$ cat src/sv/pfd_pkg.sv
package pfd_pkg;

    localparam int FRAC_BITS = 10;

    localparam int DATA_W  = 32;
    localparam int ERR_W   = 33;
    localparam int RATE_W  = 34;
    localparam int ALPHA_W = 11;
    localparam int LIM_W   = 31;
    localparam int PROD_W  = 66;
    localparam int ACC_W   = 68;
    localparam int ADDR_W  = 5;

    typedef enum logic [2:0] {
        REG_KP,
        REG_KI,
        REG_KD,
        REG_ALPHA,
        REG_IMAX,
        REG_IMIN,
        REG_OMAX,
        REG_OMIN
    } t_reg_idx;

    typedef struct packed {
        logic signed [DATA_W-1:0] kp;
        logic signed [DATA_W-1:0] ki;
        logic signed [DATA_W-1:0] kd;
        logic [ALPHA_W-1:0]       alpha;
        logic [LIM_W-1:0]         imax;
        logic signed [DATA_W-1:0] imin;
        logic [LIM_W-1:0]         omax;
        logic signed [DATA_W-1:0] omin;
    } t_cfg;

    // operand pair fed to the shared multiplier
    typedef enum logic [2:0] {
        MUL_DE_ALPHA,
        MUL_RATE_BETA,
        MUL_ERR_KP,
        MUL_INT_KI,
        MUL_RATE_KD
    } t_mul_sel;

    typedef enum logic [2:0] {
        ACC_HOLD,
        ACC_LOAD,
        ACC_ADD,
        ACC_ROUND,
        ACC_SIGN
    } t_acc_op;

    typedef struct packed {
        logic     clear;
        logic     load_err;
        logic     step;
        logic     ld_rate;
        t_mul_sel mul_sel;
        t_acc_op  acc_op;
    } t_ctrl;

endpackage

$ cat src/sv/pfd_cfg_regs.sv
module pfd_cfg_regs (
    input  logic                       i_clk,
    input  logic                       i_rst_n,
    input  logic                       psel,
    input  logic                       penable,
    input  logic                       pwrite,
    input  logic [pfd_pkg::ADDR_W-1:0] paddr,
    input  logic [31:0]                pwdata,
    output logic [31:0]                prdata,
    output logic                       pready,
    output pfd_pkg::t_cfg              o_cfg,
    output logic                       o_clear
);
    import pfd_pkg::*;

    t_cfg     r_cfg;
    t_reg_idx w_idx;
    logic     w_write;

    assign pready  = 1'b1;
    assign w_idx   = t_reg_idx'(paddr[ADDR_W-1:2]);
    assign w_write = psel & penable & pwrite;
    assign o_clear = w_write;
    assign o_cfg   = r_cfg;

    always_ff @(posedge i_clk) begin
        if (!i_rst_n) begin
            r_cfg <= '0;
        end else if (w_write) begin
            unique case (w_idx)
                REG_KP:    r_cfg.kp    <= pwdata;
                REG_KI:    r_cfg.ki    <= pwdata;
                REG_KD:    r_cfg.kd    <= pwdata;
                REG_ALPHA: r_cfg.alpha <= pwdata[ALPHA_W-1:0];
                REG_IMAX:  r_cfg.imax  <= pwdata[LIM_W-1:0];
                REG_IMIN:  r_cfg.imin  <= pwdata;
                REG_OMAX:  r_cfg.omax  <= pwdata[LIM_W-1:0];
                REG_OMIN:  r_cfg.omin  <= pwdata;
                default:   r_cfg       <= r_cfg;
            endcase
        end
    end

    always_comb begin
        unique case (w_idx)
            REG_KP:    prdata = r_cfg.kp;
            REG_KI:    prdata = r_cfg.ki;
            REG_KD:    prdata = r_cfg.kd;
            REG_ALPHA: prdata = {{(32-ALPHA_W){1'b0}}, r_cfg.alpha};
            REG_IMAX:  prdata = {{(32-LIM_W){1'b0}}, r_cfg.imax};
            REG_IMIN:  prdata = r_cfg.imin;
            REG_OMAX:  prdata = {{(32-LIM_W){1'b0}}, r_cfg.omax};
            REG_OMIN:  prdata = r_cfg.omin;
            default:   prdata = '0;
        endcase
    end

endmodule

$ cat config.mk
export PLATFORM = sky130hd
export DESIGN_NAME = pfd_cfg_regs
export DESIGN_NICKNAME = d
export VERILOG_FILES = /design/src/sv/pfd_pkg.sv /design/src/sv/pfd_cfg_regs.sv
export SDC_FILE = /design/constraint.sdc
export NUM_CORES = 1
export LEC_CHECK = 0
export BUFFER_PORTS_ARGS = -buffer_cell sky130_fd_sc_hd__buf_2
export CAP_MARGIN = 20
export CORE_UTILIZATION = 35
export CTS_CLUSTER_DIAMETER = 150
export CTS_CLUSTER_SIZE = 16
export DETAILED_ROUTE_END_ITERATION = 8
export PLACE_DENSITY = 0.65
export SETUP_SLACK_MARGIN = 0.3
export SYNTH_ARGS = -nofsm -noshare
export SYNTH_HDL_FRONTEND = slang
export SYNTH_SLANG_ARGS = --single-unit
export TNS_END_PERCENT = 50
$ cat constraint.sdc
create_clock -name i_clk -period 1.55 [get_ports i_clk]
set_input_delay 0.31 -clock i_clk [delete_from_list [all_inputs] [get_ports i_clk]]
set_output_delay 0.31 -clock i_clk [all_outputs]
set_load 0.01 [all_outputs]
# Word level (Yosys, flattened, before mapping)

Index checks and enable logic that the tools add are counted.

$lt $le $gt $ge: 0
Shifts and indexed selects: 0
Div/mod/pow operators: 0
Multiplexer cells: 1
$mul: 0
Eq/ne operators: 7
$add $sub $neg: 0
Reduce and logical (&&, ||, !) cells: 9
Bitwise operators: 2

Operator list:

| operator                                                        | number |
|---|---|
| 32-bit case mux with 8 select lines                             | 1 |
| 2-bit AND reduction                                             | 8 |
| 3-bit == test, second input constant                            | 4 |
| 3-bit by 2-bit == test with 1-bit output, second input constant | 2 |
| 3-bit by 1-bit == test with 1-bit output, second input constant | 1 |
| 3-bit logical NOT                                               | 1 |
| 1-bit bitwise AND                                               | 2 |

Memories: 0
Register bits after elaboration: 233
Bits in latches: 0
Output and inout port bits: 267
Input port bits: 42
RAM bits: 0
Bits in read-only memories: 0

# Depth between registers and ports, before layout

Gate-level depths: netlist (run 1).

Depth after elaboration: 3
Gate-level depth with buffers: 7
Mapped depth without buffers: 4

# Least setup slack after synthesis (run 1)

No wires, ideal clock.

Path kind: input -> output
From: input port paddr[4] (netlist bit)
To: output port prdata[11]
Arrival: 1.435 ns
Required time: 1.240 ns
Stages: 6
Setup slack: -0.195 ns
Cells stage by stage: buf_2 buf_2 clkbuf_1 a221o_1 o21ai_0 a21oi_1

Longest elaborated chain between the ends: 2
Elaborated cells between the ends (all ways): 9
Those cells by class: eq/ne (7); mux (1); reduce/logical (1)

RTL lines:

| what                                  | line               | RTL |
|---|---|---|
| start, declared                       | pfd_cfg_regs.sv:7  | `input logic [pfd_pkg::ADDR_W-1:0] paddr,` |
| 3-bit == test (tied with other cells) | pfd_cfg_regs.sv:45 | `unique case (w_idx)` |
| 32-bit case mux with 8 select lines * | pfd_cfg_regs.sv:45 |  |
| end, declared                         | pfd_cfg_regs.sv:9  | `output logic [31:0] prdata,` |

Mark *: on every way between the ends. The rest lies on a longest branch, timed or not.

# Final worst setup path (run 1)

From: register r_cfg (netlist bit o_cfg[0])
To: output port prdata[0]

Longest elaborated chain between the ends: 1

RTL lines:

| what                                | line               | RTL |
|---|---|---|
| start, declared                     | pfd_cfg_regs.sv:16 | `t_cfg r_cfg;` |
| start signal, assigned              | pfd_cfg_regs.sv:39 | `default: r_cfg <= r_cfg;` |
| 32-bit case mux with 8 select lines | pfd_cfg_regs.sv:45 |  |

No other way between the ends.

==> results of run 1 <==
-- layout make-up --
cell class | instances | area, µm² | share of cell area
Multi-Input combinational cell | 954 | 6270 | 0.367
Sequential cell | 233 | 4890 | 0.287
Clock buffer | 19 | 475 | 0.0279
Timing Repair Buffer | 532 | 4850 | 0.284
Tap cell | 390 | 488 | 0.0286
Inverter | 21 | 78.8 | 0.00462
Clock inverter | 1 | 8.76 | 0.000513
-- synthesized netlist by cell type --
cell type and instances:
buf_1 1, o22a_1 1, a22oi_1 5, or2_1 1, inv_2 1, mux4_2 5, o22ai_1 2, nand4_1 1
mux2i_1 22, buf_4 15, nand4b_4 1, a21boi_1 75, conb_1 1, a2bb2oi_1 5, nor3_2 2, nand2b_1 11
o21ai_0 18, nor2_2 3, a21boi_0 155, nand2_1 470, a22o_1 14, a21oi_1 22, and2_1 1, nor2_1 39
dfxtp_1 233, nor2b_1 6, and3_1 1, or3_1 2, inv_1 20, a41o_1 1, buf_2 60, clkbuf_1 45
mux2_2 23, a211oi_1 5, nand3_1 2, o2bb2ai_1 4, a221o_1 10, or2_2 3, o21bai_1 1, nor2_4 1
a221oi_1 37
-- timing repair --
| action | CTS | global route |
|---|---|---|
| cloned | 13 | 11 |
| resized for setup | 364 | 238 |
| pin swaps | 124 | 51 |
| endpoints found under the setup margin | 406 | 497 |
| buffers inserted | 40 | 35 |
| hold buffers | 0 | 0 |
-- tightest hold or removal path: cells and delay by family --
kind | cells | cell delay [ns]
buffers and inverters | 1 | 0.14
AND/OR/NAND/NOR | 1 | 0.06
AO/OA/AOI/OAI | 1 | 0.05
-- path summary, 6_finish.rpt --
path | start | endpoint | cells past startpoint
worst max-delay path | o_cfg[0] | prdata[0] | 5
worst min-delay path | pwdata[17] | o_cfg[17] | 3
worst max register to register | o_cfg[3] | o_cfg[3] | 6
worst min register to register | o_cfg[47] | o_cfg[47] | 2
-- power by group through the flow --
stage | clock network [µW] | logic, µW | registers (µW)
after detailed placement | 0 | 1220 | 6200
after global placement | 0 | 1210 | 6200
final | 4420 | 1510 | 6050
after global routing | 4680 | 1580 | 6050
after floorplan | 0 | 682 | 6210
after CTS | 4460 | 1380 | 6050
-- layer usage --
| layer | up-vias | track usage | wire (µm) |
|---|---|---|---|
| met5 | - | 0 | 0 |
| met4 | 0 | 0.0679 | 1060 |
| met2 | 593 | 0.476 | 23000 |
| met3 | 73 | 0.0709 | 4740 |
| met1 | 5742 | 0.378 | 20800 |
| li1 | 5328 | - | - |
-- cell families (layout without fill, tap and decap cells) --
family                 Yosys count  in the layout
AOI/OAI and AO/OA              355            355
buffers and inverters          142            573
DFF                            233            233
muxes                           50             50
other                            1              1
and+or+nand+nor                544            548
-- metrics by stage --
stage	cells	TNS, ns
final	2150	-17.13
after global routing	2150	-20.84
after CTS	2104	-12.46
after detailed placement	2031	-67.88
after global placement	2031	-60.51
after floorplan	1325	-0.0561
==> run summary, run 1 <==
CP peak stage delay: 0.33 ns
CTS tree: yes
Number of port buffers: 305
Die W: 177 µm
Hold Vio Cnt, Final: 0
Routed vias: 11700
Worst skew pair latency: 0.52 ns
Clock power frac: 0.369
Bufs on Longest Clock Path: 3
Layout cells sized above 1: 0.519
Via density: 5.46
Worst path cell trace: mux2_4, a22o_1, a221oi_2, nor2_1, buf_2
Max Cap Viol: 0
Placed cell area: 13900 µm²
Syn_nets: 1367
Final period utilization: 1.34
Main combinational cell family by area after synthesis: compound AO/OA/AOI/OAI gates
# DRC: 0
Final WL: 49600 µm
Sw Share: 0.260
Seq pwr share: 0.505
Max reg flops: 233
Tmin final: 2.07 ns
Post-synth cell types: 41
Clk sinks: 233
Layout net count: 1802
Data required, critical path: 1.24 ns
Power Internal: 8860 µW
Comb pwr share: 0.126
Post-route cell area: 17100 µm²
Adder and majority gate portion of the synthesized area: 0
Post-route setup slack: -0.522 ns
Die area: 31400 µm²
Mux cell area share after synthesis: 0.0551
Worst setup EP type: primary output
Hold WS: 0.0863 ns
Highest fanout seen on the critical path: 2
GR Util All Layers: 0.289
H-tree levels: 1
Initial antenna violation count: 0
Syn avg cell area: 8.11 µm²
Final Skew: 0 ns
Ports: 309
# rows: 63
CORE AREA: 30000 µm²
Final ANT Viol Nets: 0
Clk root buf: clkbuf_16
VDD IR max: 0.620 mV
Post-synth top area share: 0.434
Worst Path Arrival: 1.76 ns
Most frequent cells in the layout: nand2_1, buf_2, a21boi_1
Sequential-to-total area share from yosys stat: 0.434
Synth-to-Final Area Change: 58.8%
Commonest non-fill, non-tap cell in the layout: nand2_1
Synthesized instance count: 1325
#FFs+latches synth: 233
Starting Density: 0.359
HP Class: input port to flop
Synth top area cells: dfxtp_1, nand2_1, a21boi_0
Final setup viols: 131
Routability cong.: 0.864
Failing checks: setup timing
CP startpoint kind: flop
Setup slack, reg-to-reg: 0.54 ns
Yosys top cell by area: dfxtp_1
Fmax: 483 MHz
Outcome: finished, violations left
Synth Area in Compound Gates: 0.248
Final HPWL DP: 30500 µm
Mapped Area: 10700 µm²
Critical path buffers and inverters: 1
Router iterations before antenna repair: 4
Total CTS buffers: 18
Pleak: 0.00706 µW
Simple-gate share of the synthesized area: 0.201
Net Sw Power: 3120 µW
First-pass GRT wire length: 67800 µm
Vias in the first global route: 10800
XOR/XNOR Fraction of Synth Area: 0
Height of the die: 177 µm
Antenna Cells: 0
Layout Utilization: 0.570
Synth Warn #: 0
Congestion Overflow GR: 0
Crit path kind: flop to primary output
Kind of cell adding the most delay to the critical path: compound AO/OA/AOI/OAI gates
CTS clock-pin slew for the worst setup and hold paths: 0.08 ns
Dpl ws: -0.477 ns
# fillers: 2640
DR iter-0 viols: 1021
DR WL/cell: 23.1 µm
Final Max Tran Viols: 0
Pwr/cell area: 702 nW/µm²
RSZ-0062 raised after global routing: yes
Crit-path slowest cell: dfxtp_2
Total power: 12000 µW
Largest net degree at the start of global routing: 125
Note: power is estimated with default switching activity, not from simulation.
==> run 2, diff against run 1 <==
--- a/config.mk
+++ b/config.mk
@@ -7,11 +7,11 @@
 export LEC_CHECK = 0
 export BUFFER_PORTS_ARGS = -buffer_cell sky130_fd_sc_hd__buf_2
 export CAP_MARGIN = 20
-export CORE_UTILIZATION = 35
+export CORE_UTILIZATION = 47
 export CTS_CLUSTER_DIAMETER = 150
 export CTS_CLUSTER_SIZE = 16
 export DETAILED_ROUTE_END_ITERATION = 8
-export PLACE_DENSITY = 0.65
+export PLACE_DENSITY = 0.81
 export SETUP_SLACK_MARGIN = 0.3
 export SYNTH_ARGS = -nofsm -noshare
 export SYNTH_HDL_FRONTEND = slang
==> run summary, run 2 (synthesis gave the netlist of run 1 again) <==
Die W: 153 µm
H-tree levels: 1
Worst setup EP type: primary output
Synth-to-Final Area Change: 63.9%
Vias in the first global route: 11500
Total CTS buffers: 18
Ports: 309
DR iter-0 viols: 1153
Layout net count: 1797
Starting Density: 0.486
Clk root buf: clkbuf_16
Max reg flops: 233
Final Max Tran Viols: 0
Pwr/cell area: 683 nW/µm²
Data required, critical path: 1.24 ns
Height of the die: 153 µm
Largest net degree at the start of global routing: 96
GR Util All Layers: 0.363
Pleak: 0.00721 µW
Router iterations before antenna repair: 5
Commonest non-fill, non-tap cell in the layout: nand2_1
Net Sw Power: 3140 µW
Antenna Cells: 0
Routed vias: 12600
Via density: 6.19
First-pass GRT wire length: 65800 µm
Final ANT Viol Nets: 0
Final Skew: 0 ns
Fmax: 473 MHz
Bufs on Longest Clock Path: 3
Tmin final: 2.11 ns
VDD IR max: 0.842 mV
Die area: 23500 µm²
Power Internal: 8900 µW
CTS Hold Bufs: 0
DR WL/cell: 25.1 µm
HP Class: input port to flop
Highest fanout seen on the critical path: 2
Final period utilization: 1.36
Outcome: finished, violations left
Congestion Overflow GR: 0
CP startpoint kind: flop
Clock power frac: 0.366
Worst skew pair latency: 0.50 ns
Hold Vio Cnt, Final: 0
# rows: 54
Max Cap Viol: 0
Failing checks: setup timing
Crit path kind: flop to primary output
Final HPWL DP: 28400 µm
Total power: 12000 µW
Routability cong.: 0.887
Comb pwr share: 0.131
Most frequent cells in the layout: nand2_1, buf_6, dfxtp_2
Sw Share: 0.261
Number of port buffers: 305
Final WL: 51000 µm
Worst Path Arrival: 1.80 ns
Post-route setup slack: -0.563 ns
Clk sinks: 233
Seq pwr share: 0.503
CTS clock-pin slew for the worst setup and hold paths: 0.08 ns
Layout cells sized above 1: 0.558
CORE AREA: 22100 µm²
CTS tree: yes
Final setup viols: 32
# fillers: 1251
RSZ-0062 raised after global routing: yes
# DRC: 0
Initial antenna violation count: 0
Hold WS: 0.0924 ns
==> run 2: per-stage QoR <==
stage	setup TNS, ns	worst slack, ns	cells	cell area, µm²	utilization
floorplan	-0.0561	-0.00951	1325	11200	-
global placement	-79.47	-0.460	1911	13800	0.622
detailed placement	-80.32	-0.491	1911	13800	0.622
CTS	-12.21	-0.513	1980	15700	0.712
global route	-14.59	-0.580	2035	17600	0.797
finish	-13.20	-0.563	2035	17600	0.797
==> run 2: repair_timing <==
| item | CTS | global route |
|---|---|---|
| endpoints found under the setup margin | 470 | 421 |
| hold endpoints to repair | 0 | 0 |
| pin swaps | 62 | 115 |
| gates cloned | 5 | 11 |
| gates resized for setup | 346 | 394 |
| setup buffers | 44 | 44 |
==> run 2: area by class of cell <==
type | instances | area, µm² | share of cell area
Inverter | 21 | 81.3 | 0.00462
Timing Repair Buffer | 529 | 5270 | 0.299
Tap cell | 280 | 350 | 0.0199
Multi-Input combinational cell | 952 | 6460 | 0.367
Clock inverter | 1 | 8.76 | 0.000497
Clock buffer | 19 | 475 | 0.0270
Sequential cell | 233 | 4970 | 0.282
==> run 2: critical path, cell delays in order, from the launching register on <==
cell and delay (ns):
dfxtp_2 0.35, mux2_2 0.26, a22o_1 0.20, a221oi_2 0.26, nor2_1 0.08, buf_2 0.14
==> run 2: metal layers <==
layer	routed length (µm)	global-route usage	vias to the layer above	share of wire
li1	-	-	5323	-
met1	18300	0.447	6075	0.36
met5	0	0	-	0
met3	6030	0.0831	250	0.12
met4	2860	0.168	0	0.056
met2	23800	0.602	945	0.47
==> run 2: path summary, 6_finish.rpt <==
path	end	cells after the start	start	slack, ns
min reg2reg	o_cfg[198]	2	o_cfg[198]	0.47
max reg2reg	o_cfg[27]	4	o_cfg[27]	0.69
min	o_cfg[232]	3	pwdata[31]	0.09
max	prdata[0]	5	o_cfg[63]	-0.56
==> run 2: power by group through the flow <==
stage | clock network, µW | registers, µW | logic (µW)
2_1_floorplan | 0 | 6210 | 682
3_3_place_gp | 0 | 6200 | 1210
3_5_place_dp | 0 | 6200 | 1220
4_1_cts | 4360 | 6060 | 1340
5_1_grt | 4660 | 6060 | 1630
6_report | 4410 | 6050 | 1580
