===== config.mk =====
export PLATFORM = sky130hd
export DESIGN_NAME = pfd_datapath
export DESIGN_NICKNAME = d
export VERILOG_FILES = /design/src/sv/pfd_pkg.sv /design/src/sv/pfd_datapath.sv
export SDC_FILE = /design/constraint.sdc
export NUM_CORES = 2
export LEC_CHECK = 0
export BUFFER_PORTS_ARGS = -buffer_cell sky130_fd_sc_hd__buf_4
export CAP_MARGIN = 0
export CORE_ASPECT_RATIO = 1.25
export CORE_MARGIN = 1
export CORE_UTILIZATION = 30
export DETAILED_ROUTE_END_ITERATION = 16
export GPL_TIMING_DRIVEN = 0
export PLACE_DENSITY = 0.54
export SYNTH_ARGS = -nofsm -noshare
export SYNTH_HDL_FRONTEND = slang
export SYNTH_SLANG_ARGS = --single-unit
export TNS_END_PERCENT = 20

===== constraint.sdc =====
create_clock -name i_clk -period 31.6 [get_ports i_clk]
set_clock_uncertainty 0.15 [all_clocks]
set_input_delay 3.16 -clock i_clk [delete_from_list [all_inputs] [get_ports i_clk]]
set_output_delay 3.16 -clock i_clk [all_outputs]
set_load 0.005 [all_outputs]

===== src/sv/pfd_pkg.sv =====
package pfd_pkg;

    localparam int FRAC_BITS = 10;

    localparam int DATA_W  = 32;
    localparam int ERR_W   = 33;
    localparam int RATE_W  = 34;
    localparam int ALPHA_W = 11;
    localparam int LIM_W   = 31;
    localparam int PROD_W  = 66;
    localparam int ACC_W   = 68;
    localparam int ADDR_W  = 5;

    typedef enum logic [2:0] {
        REG_KP,
        REG_KI,
        REG_KD,
        REG_ALPHA,
        REG_IMAX,
        REG_IMIN,
        REG_OMAX,
        REG_OMIN
    } t_reg_idx;

    typedef struct packed {
        logic signed [DATA_W-1:0] kp;
        logic signed [DATA_W-1:0] ki;
        logic signed [DATA_W-1:0] kd;
        logic [ALPHA_W-1:0]       alpha;
        logic [LIM_W-1:0]         imax;
        logic signed [DATA_W-1:0] imin;
        logic [LIM_W-1:0]         omax;
        logic signed [DATA_W-1:0] omin;
    } t_cfg;

    // operand pair fed to the shared multiplier
    typedef enum logic [2:0] {
        MUL_DE_ALPHA,
        MUL_RATE_BETA,
        MUL_ERR_KP,
        MUL_INT_KI,
        MUL_RATE_KD
    } t_mul_sel;

    typedef enum logic [2:0] {
        ACC_HOLD,
        ACC_LOAD,
        ACC_ADD,
        ACC_ROUND,
        ACC_SIGN
    } t_acc_op;

    typedef struct packed {
        logic     clear;
        logic     load_err;
        logic     step;
        logic     ld_rate;
        t_mul_sel mul_sel;
        t_acc_op  acc_op;
    } t_ctrl;

endpackage


===== src/sv/pfd_datapath.sv =====
module pfd_datapath (
    input  logic                              i_clk,
    input  logic                              i_rst_n,
    input  pfd_pkg::t_ctrl                    i_ctrl,
    input  pfd_pkg::t_cfg                     i_cfg,
    input  logic signed [pfd_pkg::DATA_W-1:0] i_setpoint,
    input  logic signed [pfd_pkg::DATA_W-1:0] i_measurement,
    output logic signed [pfd_pkg::DATA_W-1:0] o_drive
);
    import pfd_pkg::*;

    localparam logic [DATA_W-1:0] ONE32     = DATA_W'(1) << FRAC_BITS;
    localparam logic [ALPHA_W-1:0] ALPHA0   = '0;
    localparam logic [RATE_W-1:0] INTMAX34  = RATE_W'(32'h7FFF_FFFF);
    localparam logic [ACC_W-1:0]  INTMAX68  = ACC_W'(32'h7FFF_FFFF);
    localparam logic [ACC_W-1:0]  HALF      = ACC_W'(1) << (FRAC_BITS - 1);
    localparam logic [ACC_W-1:0]  HALF_P1   = HALF + ACC_W'(1);

    logic signed [ERR_W-1:0]  r_err;
    logic signed [ERR_W-1:0]  r_last_err;
    logic signed [DATA_W-1:0] r_int;
    logic signed [RATE_W-1:0] r_rate;
    logic signed [PROD_W-1:0] r_prod;
    logic signed [ACC_W-1:0]  r_acc;
    logic                     r_neg;

    logic [DATA_W-1:0]        w_alpha32;
    logic [DATA_W-1:0]        w_a_eff;
    logic [DATA_W-1:0]        w_beta;
    logic signed [RATE_W-1:0] w_de;
    logic signed [RATE_W-1:0] w_imax;
    logic signed [RATE_W-1:0] w_imin;
    logic signed [RATE_W-1:0] w_isum;
    logic signed [RATE_W-1:0] w_inew;
    logic signed [ACC_W-1:0]  w_omax;
    logic signed [ACC_W-1:0]  w_omin;
    logic signed [RATE_W-1:0] w_mul_a;
    logic signed [DATA_W-1:0] w_mul_b;
    logic signed [PROD_W-1:0] w_prod;
    logic [ACC_W-1:0]         w_shifted;
    logic signed [ERR_W-1:0]  w_err_in;

    // alpha of zero or above full scale means no filtering
    assign w_alpha32 = {{(DATA_W-ALPHA_W){1'b0}}, i_cfg.alpha};
    assign w_a_eff   = (i_cfg.alpha == ALPHA0 || w_alpha32 > ONE32) ? ONE32 : w_alpha32;
    assign w_beta    = ONE32 - w_a_eff;

    assign w_err_in = {i_setpoint[DATA_W-1], i_setpoint}
                    - {i_measurement[DATA_W-1], i_measurement};
    assign w_de     = {r_err[ERR_W-1], r_err} - {r_last_err[ERR_W-1], r_last_err};

    assign w_imax = (i_cfg.imax == '0) ? INTMAX34 : {{(RATE_W-LIM_W){1'b0}}, i_cfg.imax};
    assign w_imin = (i_cfg.imin == '0) ? -w_imax
                  : {{(RATE_W-DATA_W){i_cfg.imin[DATA_W-1]}}, i_cfg.imin};
    assign w_isum = {{(RATE_W-DATA_W){r_int[DATA_W-1]}}, r_int}
                  + {r_err[ERR_W-1], r_err};

    // when the limits cross, a sum above the upper bound takes it; any other sum takes the lower one
    always_comb begin
        priority if (w_isum > w_imax) begin
            w_inew = w_imax;
        end else if (w_isum < w_imin) begin
            w_inew = w_imin;
        end else begin
            w_inew = w_isum;
        end
    end

    always_comb begin
        unique case (i_ctrl.mul_sel)
            MUL_DE_ALPHA: begin
                w_mul_a = w_de;
                w_mul_b = w_a_eff;
            end
            MUL_RATE_BETA: begin
                w_mul_a = r_rate;
                w_mul_b = w_beta;
            end
            MUL_ERR_KP: begin
                w_mul_a = {r_err[ERR_W-1], r_err};
                w_mul_b = i_cfg.kp;
            end
            MUL_INT_KI: begin
                w_mul_a = {{(RATE_W-DATA_W){r_int[DATA_W-1]}}, r_int};
                w_mul_b = i_cfg.ki;
            end
            MUL_RATE_KD: begin
                w_mul_a = r_rate;
                w_mul_b = i_cfg.kd;
            end
            default: begin
                w_mul_a = r_rate;
                w_mul_b = i_cfg.kd;
            end
        endcase
    end

    assign w_prod    = w_mul_a * w_mul_b;
    assign w_shifted = r_acc >> FRAC_BITS;

    always_ff @(posedge i_clk) begin
        r_prod <= w_prod;
        unique case (i_ctrl.acc_op)
            ACC_HOLD: r_acc <= r_acc;
            ACC_LOAD: r_acc <= {{(ACC_W-PROD_W){r_prod[PROD_W-1]}}, r_prod};
            ACC_ADD:  r_acc <= r_acc + {{(ACC_W-PROD_W){r_prod[PROD_W-1]}}, r_prod};
            ACC_ROUND: begin
                // magnitude plus half, negation folded into the same add
                r_neg <= r_acc[ACC_W-1];
                r_acc <= r_acc[ACC_W-1] ? (~r_acc + HALF_P1) : (r_acc + HALF);
            end
            ACC_SIGN: r_acc <= r_neg ? -w_shifted : w_shifted;
            default:  r_acc <= r_acc;
        endcase
        if (i_ctrl.load_err) begin
            r_err <= w_err_in;
        end
    end

    always_ff @(posedge i_clk) begin
        if (!i_rst_n || i_ctrl.clear) begin
            r_last_err <= '0;
            r_int      <= '0;
            r_rate     <= '0;
        end else begin
            if (i_ctrl.step) begin
                r_last_err <= r_err;
                r_int      <= w_inew[DATA_W-1:0];
            end
            if (i_ctrl.ld_rate) begin
                r_rate <= r_acc[RATE_W-1:0];
            end
        end
    end

    assign w_omax = (i_cfg.omax == '0) ? INTMAX68 : {{(ACC_W-LIM_W){1'b0}}, i_cfg.omax};
    assign w_omin = (i_cfg.omin == '0) ? -w_omax
                  : {{(ACC_W-DATA_W){i_cfg.omin[DATA_W-1]}}, i_cfg.omin};

    always_comb begin
        priority if (r_acc > w_omax) begin
            o_drive = w_omax[DATA_W-1:0];
        end else if (r_acc < w_omin) begin
            o_drive = w_omin[DATA_W-1:0];
        end else begin
            o_drive = r_acc[DATA_W-1:0];
        end
    end

endmodule

== After elaboration in Yosys (flattened, before gate mapping) ==
Cells that the tools add are included.

* Latch bits: 0
* Input port bits: 309
* Logic and storage cells: 55
* Output and inout port bits: 32
* Register bits after elaboration: 267
* Memory bits (read-only): 0
* RAM bits: 0
* Memories: 0

* Bitwise operators: 1
* Magnitude comparators: 5
* $mul: 1
* Equality and inequality tests: 7
* $add $sub $neg: 10
* Shift operators: 0
* Div/mod/pow operators: 0
* Muxes and demuxes: 14
* Reduce and logical (&&, ||, !) cells: 10

{| class="wikitable"
|+ Operator list
! kind !! number
|-
| one-hot mux 68 bit (4 select lines) || 1
|-
| 2-to-1 mux 68 bit || 3
|-
| adder 68 x 10 -> 68 bit, second input constant || 2
|-
| 2-to-1 mux 32 bit || 4
|-
| one-hot mux 32 bit (4 select lines) || 1
|-
| one-hot mux 34 bit (3 select lines) || 1
|-
| adder 68 bit || 1
|-
| greater-than comparator 68 x 32 -> 1 bit || 1
|-
| less-than comparator 68 bit || 1
|-
| negation 31 -> 68 bit || 1
|-
| negation 58 -> 68 bit || 1
|-
| NOT 68 bit || 1
|-
| multiplier 34 x 32 -> 66 bit || 1
|-
| zero test 32 bit || 2
|-
| zero test 31 bit || 2
|-
| 2-to-1 mux 31 bit || 2
|-
| adder 32 x 33 -> 34 bit || 1
|-
| greater-than comparator 34 x 32 -> 1 bit || 1
|-
| less-than comparator 34 bit || 1
|-
| 2-to-1 mux 34 bit || 1
|-
| negation 31 -> 34 bit || 1
|-
| subtractor 33 x 33 -> 34 bit || 1
|-
| subtractor 32 x 32 -> 33 bit || 1
|-
| == test 3 x 2 -> 1 bit, second input constant || 4
|-
| 10 further kinds || 12
|}

== Longest topological paths before layout ==
* Word-level depth: 7
* Gate-level depth with buffers: 44
* Mapped depth without buffers: 42

== Worst setup path after synthesis ==
No wires, ideal clock.

* Path type: input port to flip-flop
* From: input port i_cfg[131] in the netlist's numbering
* To: register r_prod[60]
* Path buffers: 2
* Setup slack: 18870 ps
* Stages on the path: 35
* Arrival: 12454 ps
* Data required time: 31323 ps
* Setup time: 127 ps
* Cells stage by stage: or3_1 or3_1 nor2_1 xnor2_1 and2_1 a221o_1 nor2_1 a21o_1 clkbuf_1 clkbuf_1 nor2_1 fa_1 fa_1 fa_1 inv_1 fa_1 inv_1 fa_1 ha_1 fa_1 inv_1 fa_1 inv_1 ha_1 o21ai_0 nor2_1 o31a_1 a211oi_1 a211o_1 nand4_1 a2111oi_0 o211ai_1 a31oi_1 o21ai_0 xor2_1

* Word-level cells in the longest chain between the ends: 6
* Elaborated cells on any way between the ends: 7
* Classes of those cells: add/sub: 1; mul: 1; order compare: 1; mux: 2; reduce/logical: 2

{| class="wikitable"
|+ Ends and longest elaborated chain
! element !! line !! RTL
|-
| start: declaration || pfd_datapath.sv:5 || <nowiki>input pfd_pkg::t_cfg i_cfg,</nowiki>
|-
| greater-than comparator 11 bit or zero test 11 bit (tied branches) || pfd_datapath.sv:45 || <nowiki>assign w_a_eff = (i_cfg.alpha == ALPHA0 || w_alpha32 > ONE32) ? ONE32 : w_alpha32;</nowiki>
|-
| logical OR 1 bit || pfd_datapath.sv:45 ||
|-
| 2-to-1 mux 11 bit (*) || pfd_datapath.sv:45 ||
|-
| subtractor 11 x 11 -> 12 bit || pfd_datapath.sv:46 || <nowiki>assign w_beta = ONE32 - w_a_eff;</nowiki>
|-
| one-hot mux 32 bit (4 select lines) (*) || pfd_datapath.sv:70 || <nowiki>unique case (i_ctrl.mul_sel)</nowiki>
|-
| multiplier 34 x 32 -> 66 bit (*) || pfd_datapath.sv:98 || <nowiki>assign w_prod = w_mul_a * w_mul_b;</nowiki>
|-
| net w_prod[60] || pfd_datapath.sv:39 || <nowiki>logic signed [PROD_W-1:0] w_prod;</nowiki>
|-
| end signal: assignment || pfd_datapath.sv:102 || <nowiki>r_prod <= w_prod;</nowiki>
|-
| end: declaration || pfd_datapath.sv:23 || <nowiki>logic signed [PROD_W-1:0] r_prod;</nowiki>
|}

The timed path passes the listed nets; every way through them passes the cells marked *.
A chain may end at the register's enable or synchronous reset.

== Worst setup path in the final report ==
* From: input port i_ctrl[3] in the netlist's numbering
* To: register r_prod[62]

* Word-level cells in the longest chain between the ends: 3
* Elaborated cells on any way between the ends: 7
* Classes of those cells: mul: 1; eq/ne: 3; mux: 2; reduce/logical: 1

{| class="wikitable"
|+ Ends and longest elaborated chain
! element !! line !! RTL
|-
| start: declaration || pfd_datapath.sv:4 || <nowiki>input pfd_pkg::t_ctrl i_ctrl,</nowiki>
|-
| == test 3 x 2 -> 1 bit (tied with other cells) || pfd_datapath.sv:70 ||
|-
| one-hot mux 32 bit (4 select lines) or one-hot mux 34 bit (3 select lines) (tied branches) || pfd_datapath.sv:70 ||
|-
| multiplier 34 x 32 -> 66 bit (*) || pfd_datapath.sv:98 ||
|-
| net w_prod[62] || pfd_datapath.sv:39 ||
|}

Marked as above.

==> results.sh <==
export IMPL_status="complete, but fails checks"
export IMPL_violations="capacitance limit, slew limit"
export IMPL_drive_gt1_share_pct=6.55
export IMPL_grt_pass1_wl_um=501000
export IMPL_tightest_slew_ps=1700
export IMPL_drt_iter0_markers=5783
export IMPL_post_drt_via_cell_ratio=5.43
export IMPL_yosys_most_used_dff="dfxtp_1"
export IMPL_rsz0062_at_grt="false"
export IMPL_ys_top_cells_by_count="inv_1, fa_1, nor2_1, nand2_1, ha_1"
export IMPL_via_count=63800
export IMPL_drv_cap=3
export IMPL_hold_viol=0
export IMPL_worstSkewPairLatency_ps=630
export IMPL_drt_wl_total_um=360000
export IMPL_yosys_cell_count_top_type="inv_1"
export IMPL_relSlewSlack_pct=-13.6
export IMPL_synth_edf_count=102
export IMPL_synthSimpleGateAreaFrac_pct=16.1
export IMPL_cts_made_buffers=35
export IMPL_crit_type="input pin to flip-flop"
export IMPL_startpoint="i_ctrl[3]"
export IMPL_ioPinCount=341
export IMPL_cp_slowest_cell="clkbuf_1"
export IMPL_wl_per_cell_um=30.6
export IMPL_endpoint_kind="flip-flop"
export IMPL_ant_nets=0
export IMPL_grt_max_degree=34
export IMPL_grt_overflow_total=0
export IMPL_start_kind="input pin"
export IMPL_cts_max_level=2
export IMPL_dieArea_um2=230000
export IMPL_ys_ff_latch=267
export IMPL_hold_end="r_last_err[21]"
export IMPL_fill_cells=24200
export IMPL_setup_viol=0
export IMPL_synth_avg_cell_area_um2=8.20
export IMPL_synth_distinct_cells=86
export IMPL_nets=10700
export IMPL_die_x_um=430
export IMPL_seqCellArea_um2=6370
export IMPL_rrSetupSlack_ps=17290
export IMPL_async_flop_share_pct=0
export IMPL_gp_congestion=1.07
export IMPL_fin_crit_sh_pct=51.5
export IMPL_yosysWarnings=0
export IMPL_synth_area_mux_share_pct=2.53
export IMPL_dieHeight_um=536
export IMPL_dp_hpwl_um=308000
export IMPL_cp_common_cell="fa_1"
export IMPL_hp_start="r_last_err[21]"
export IMPL_antenna_found_initial=30
export IMPL_ys_seq_area_share_pct=9.29
export IMPL_initial_utilization_pct=30.3
export IMPL_synth_area_leader_cell="fa_1"
export IMPL_r2r_cells=35
export IMPL_syn_inst=8359
export IMPL_hp_class="flip-flop to flip-flop"
export IMPL_clk_path_buf_depth=3
export IMPL_multi_input_area_um2=55600
export IMPL_synth_top_area_share_pct=33.5
export IMPL_synth_nets=10300
export IMPL_r2r_end="r_prod[62]"
export IMPL_fin_crit_ps=16260
export IMPL_synth_compound_area_share_pct=14.2
export IMPL_place_port_buffers=332
export IMPL_crit_required_ps=31920
export IMPL_synth_xor_area_share_pct=4.97
export IMPL_synth_top_family_by_area="adder cells"
export IMPL_fin_setup_tns_ps=0
export IMPL_post_cts_setup_buffers=0
export IMPL_netlist_area_um2=68500
export IMPL_area_delta_synth_final_pct=12.0
export IMPL_holdBufCountCts=0
export IMPL_whs_path_depth=2
export IMPL_cp_data_arrival_time_ps=16580
export IMPL_drv_slew=12
export IMPL_grtUsageTotal_pct=30.8
export IMPL_synth_fa_ha_area_share_pct=43.1
export IMPL_cpPeakStageDelay_ps=1120
export IMPL_first_global_vias=66500
export IMPL_core_area_um2=226000
export IMPL_r2r_start="r_err[1]"
export IMPL_root_buffer="clkbuf_16"
export IMPL_cts_reportedPaths_clkPinSlew_ps=60
export IMPL_drt_pass1_iterations=6
export IMPL_cts_tree="built"
export IMPL_cts_sinks=267
export IMPL_cts_resized=0
export IMPL_drc=0
export IMPL_crit_fanout=10
export IMPL_rows=195
export IMPL_max_freq_mhz=61.5
export IMPL_synth_area_leaders="fa_1, ha_1, inv_1"
==> per-layer routing <==
metal  GRT usage [%]  vias to the layer above  routed length (µm)
li1                -                    27900                   -
met5               0                        -                 129
met3            5.38                      790               25400
met4            19.3                       20               26600
met1            36.7                    32300              140000
met2            51.4                     2760              168000
==> worst max path at each step <==
stage / cells past startpoint / to
after detailed placement: 33 / r_prod[62]
after CTS: 30 / o_drive[23]
after global placement: 30 / r_prod[57]
final: 33 / r_prod[62]
after floorplan: 35 / r_prod[60]
after global routing: 33 / r_prod[58]
==> kinds of logic (layout without fill, tap and decap cells) <==
group | count (synthesis) | after routing
other cells | 0 | 16
buf+inv | 1784 | 2215
fa+ha+maj | 1671 | 1671
flops | 267 | 267
xor+xnor | 389 | 389
simple gates | 2539 | 2539
mux | 166 | 166
compound gates | 1543 | 1543
==> flip-flops by register name (all words and copies together), names as in the netlist <==
register,cells
r_int,32
r_neg,1
r_prod,66
r_last_err,33
r_rate,34
r_acc,68
r_err,33
==> per-stage QoR <==
stage	hold WS [ps]	instances	util [%]	setup WS [ps]	cell area, µm²
finish	343	11800	33.9	15340	76700
global route	372	11800	33.9	15150	76700
CTS	350	11700	33.9	15440	76700
detailed placement	336	11700	33.3	14900	75400
global placement	325	11600	33.0	12090	74700
floorplan	310	8359	-	18870	68500
==> cell usage in the layout, fill, tap and decap left out, drive strengths merged, types with 25 or more instances in the layout <==
cell type  count
xnor2        238
nor3         136
or3           46
nand3         86
buf          401
nor4          53
o21ai        351
nand2        778
nor2b         48
a21o         169
dfxtp        165
and3          42
nor2        1104
ha           525
o31ai         48
nand4         77
o21bai        38
o221ai        25
xor2         151
a31oi         43
inv         1375
and2          26
mux2i        127
edfxtp       102
nand2b        45
o22ai         51
clkbuf       424
mux2          39
o21a          75
a211oi        44
fa          1146
a21oi        478
==> critical path: cells and delay by family <==
family                   cells  cell delay [ps]
AO/OA/AOI/OAI                9             4530
multiplexers                 1              270
AND/OR/NAND/NOR              4              560
buffers and inverters       10             3460
adder cells (fa/ha/maj)      9             4550
==> final cells by class <==
cell class	count	share of cell area [%]
Clock buffer	44	1.31
Tap cell	2955	4.82
Buffer	413	2.06
Clock inverter	19	0.351
Antenna cell	16	0.0522
Inverter	1371	6.71
Sequential cell	267	8.30
Timing Repair Buffer	368	3.92
Multi-Input combinational cell	6308	72.5
Power is not shown: default switching activity piles up to over one toggle a cycle in this logic, so the estimate is an artifact.
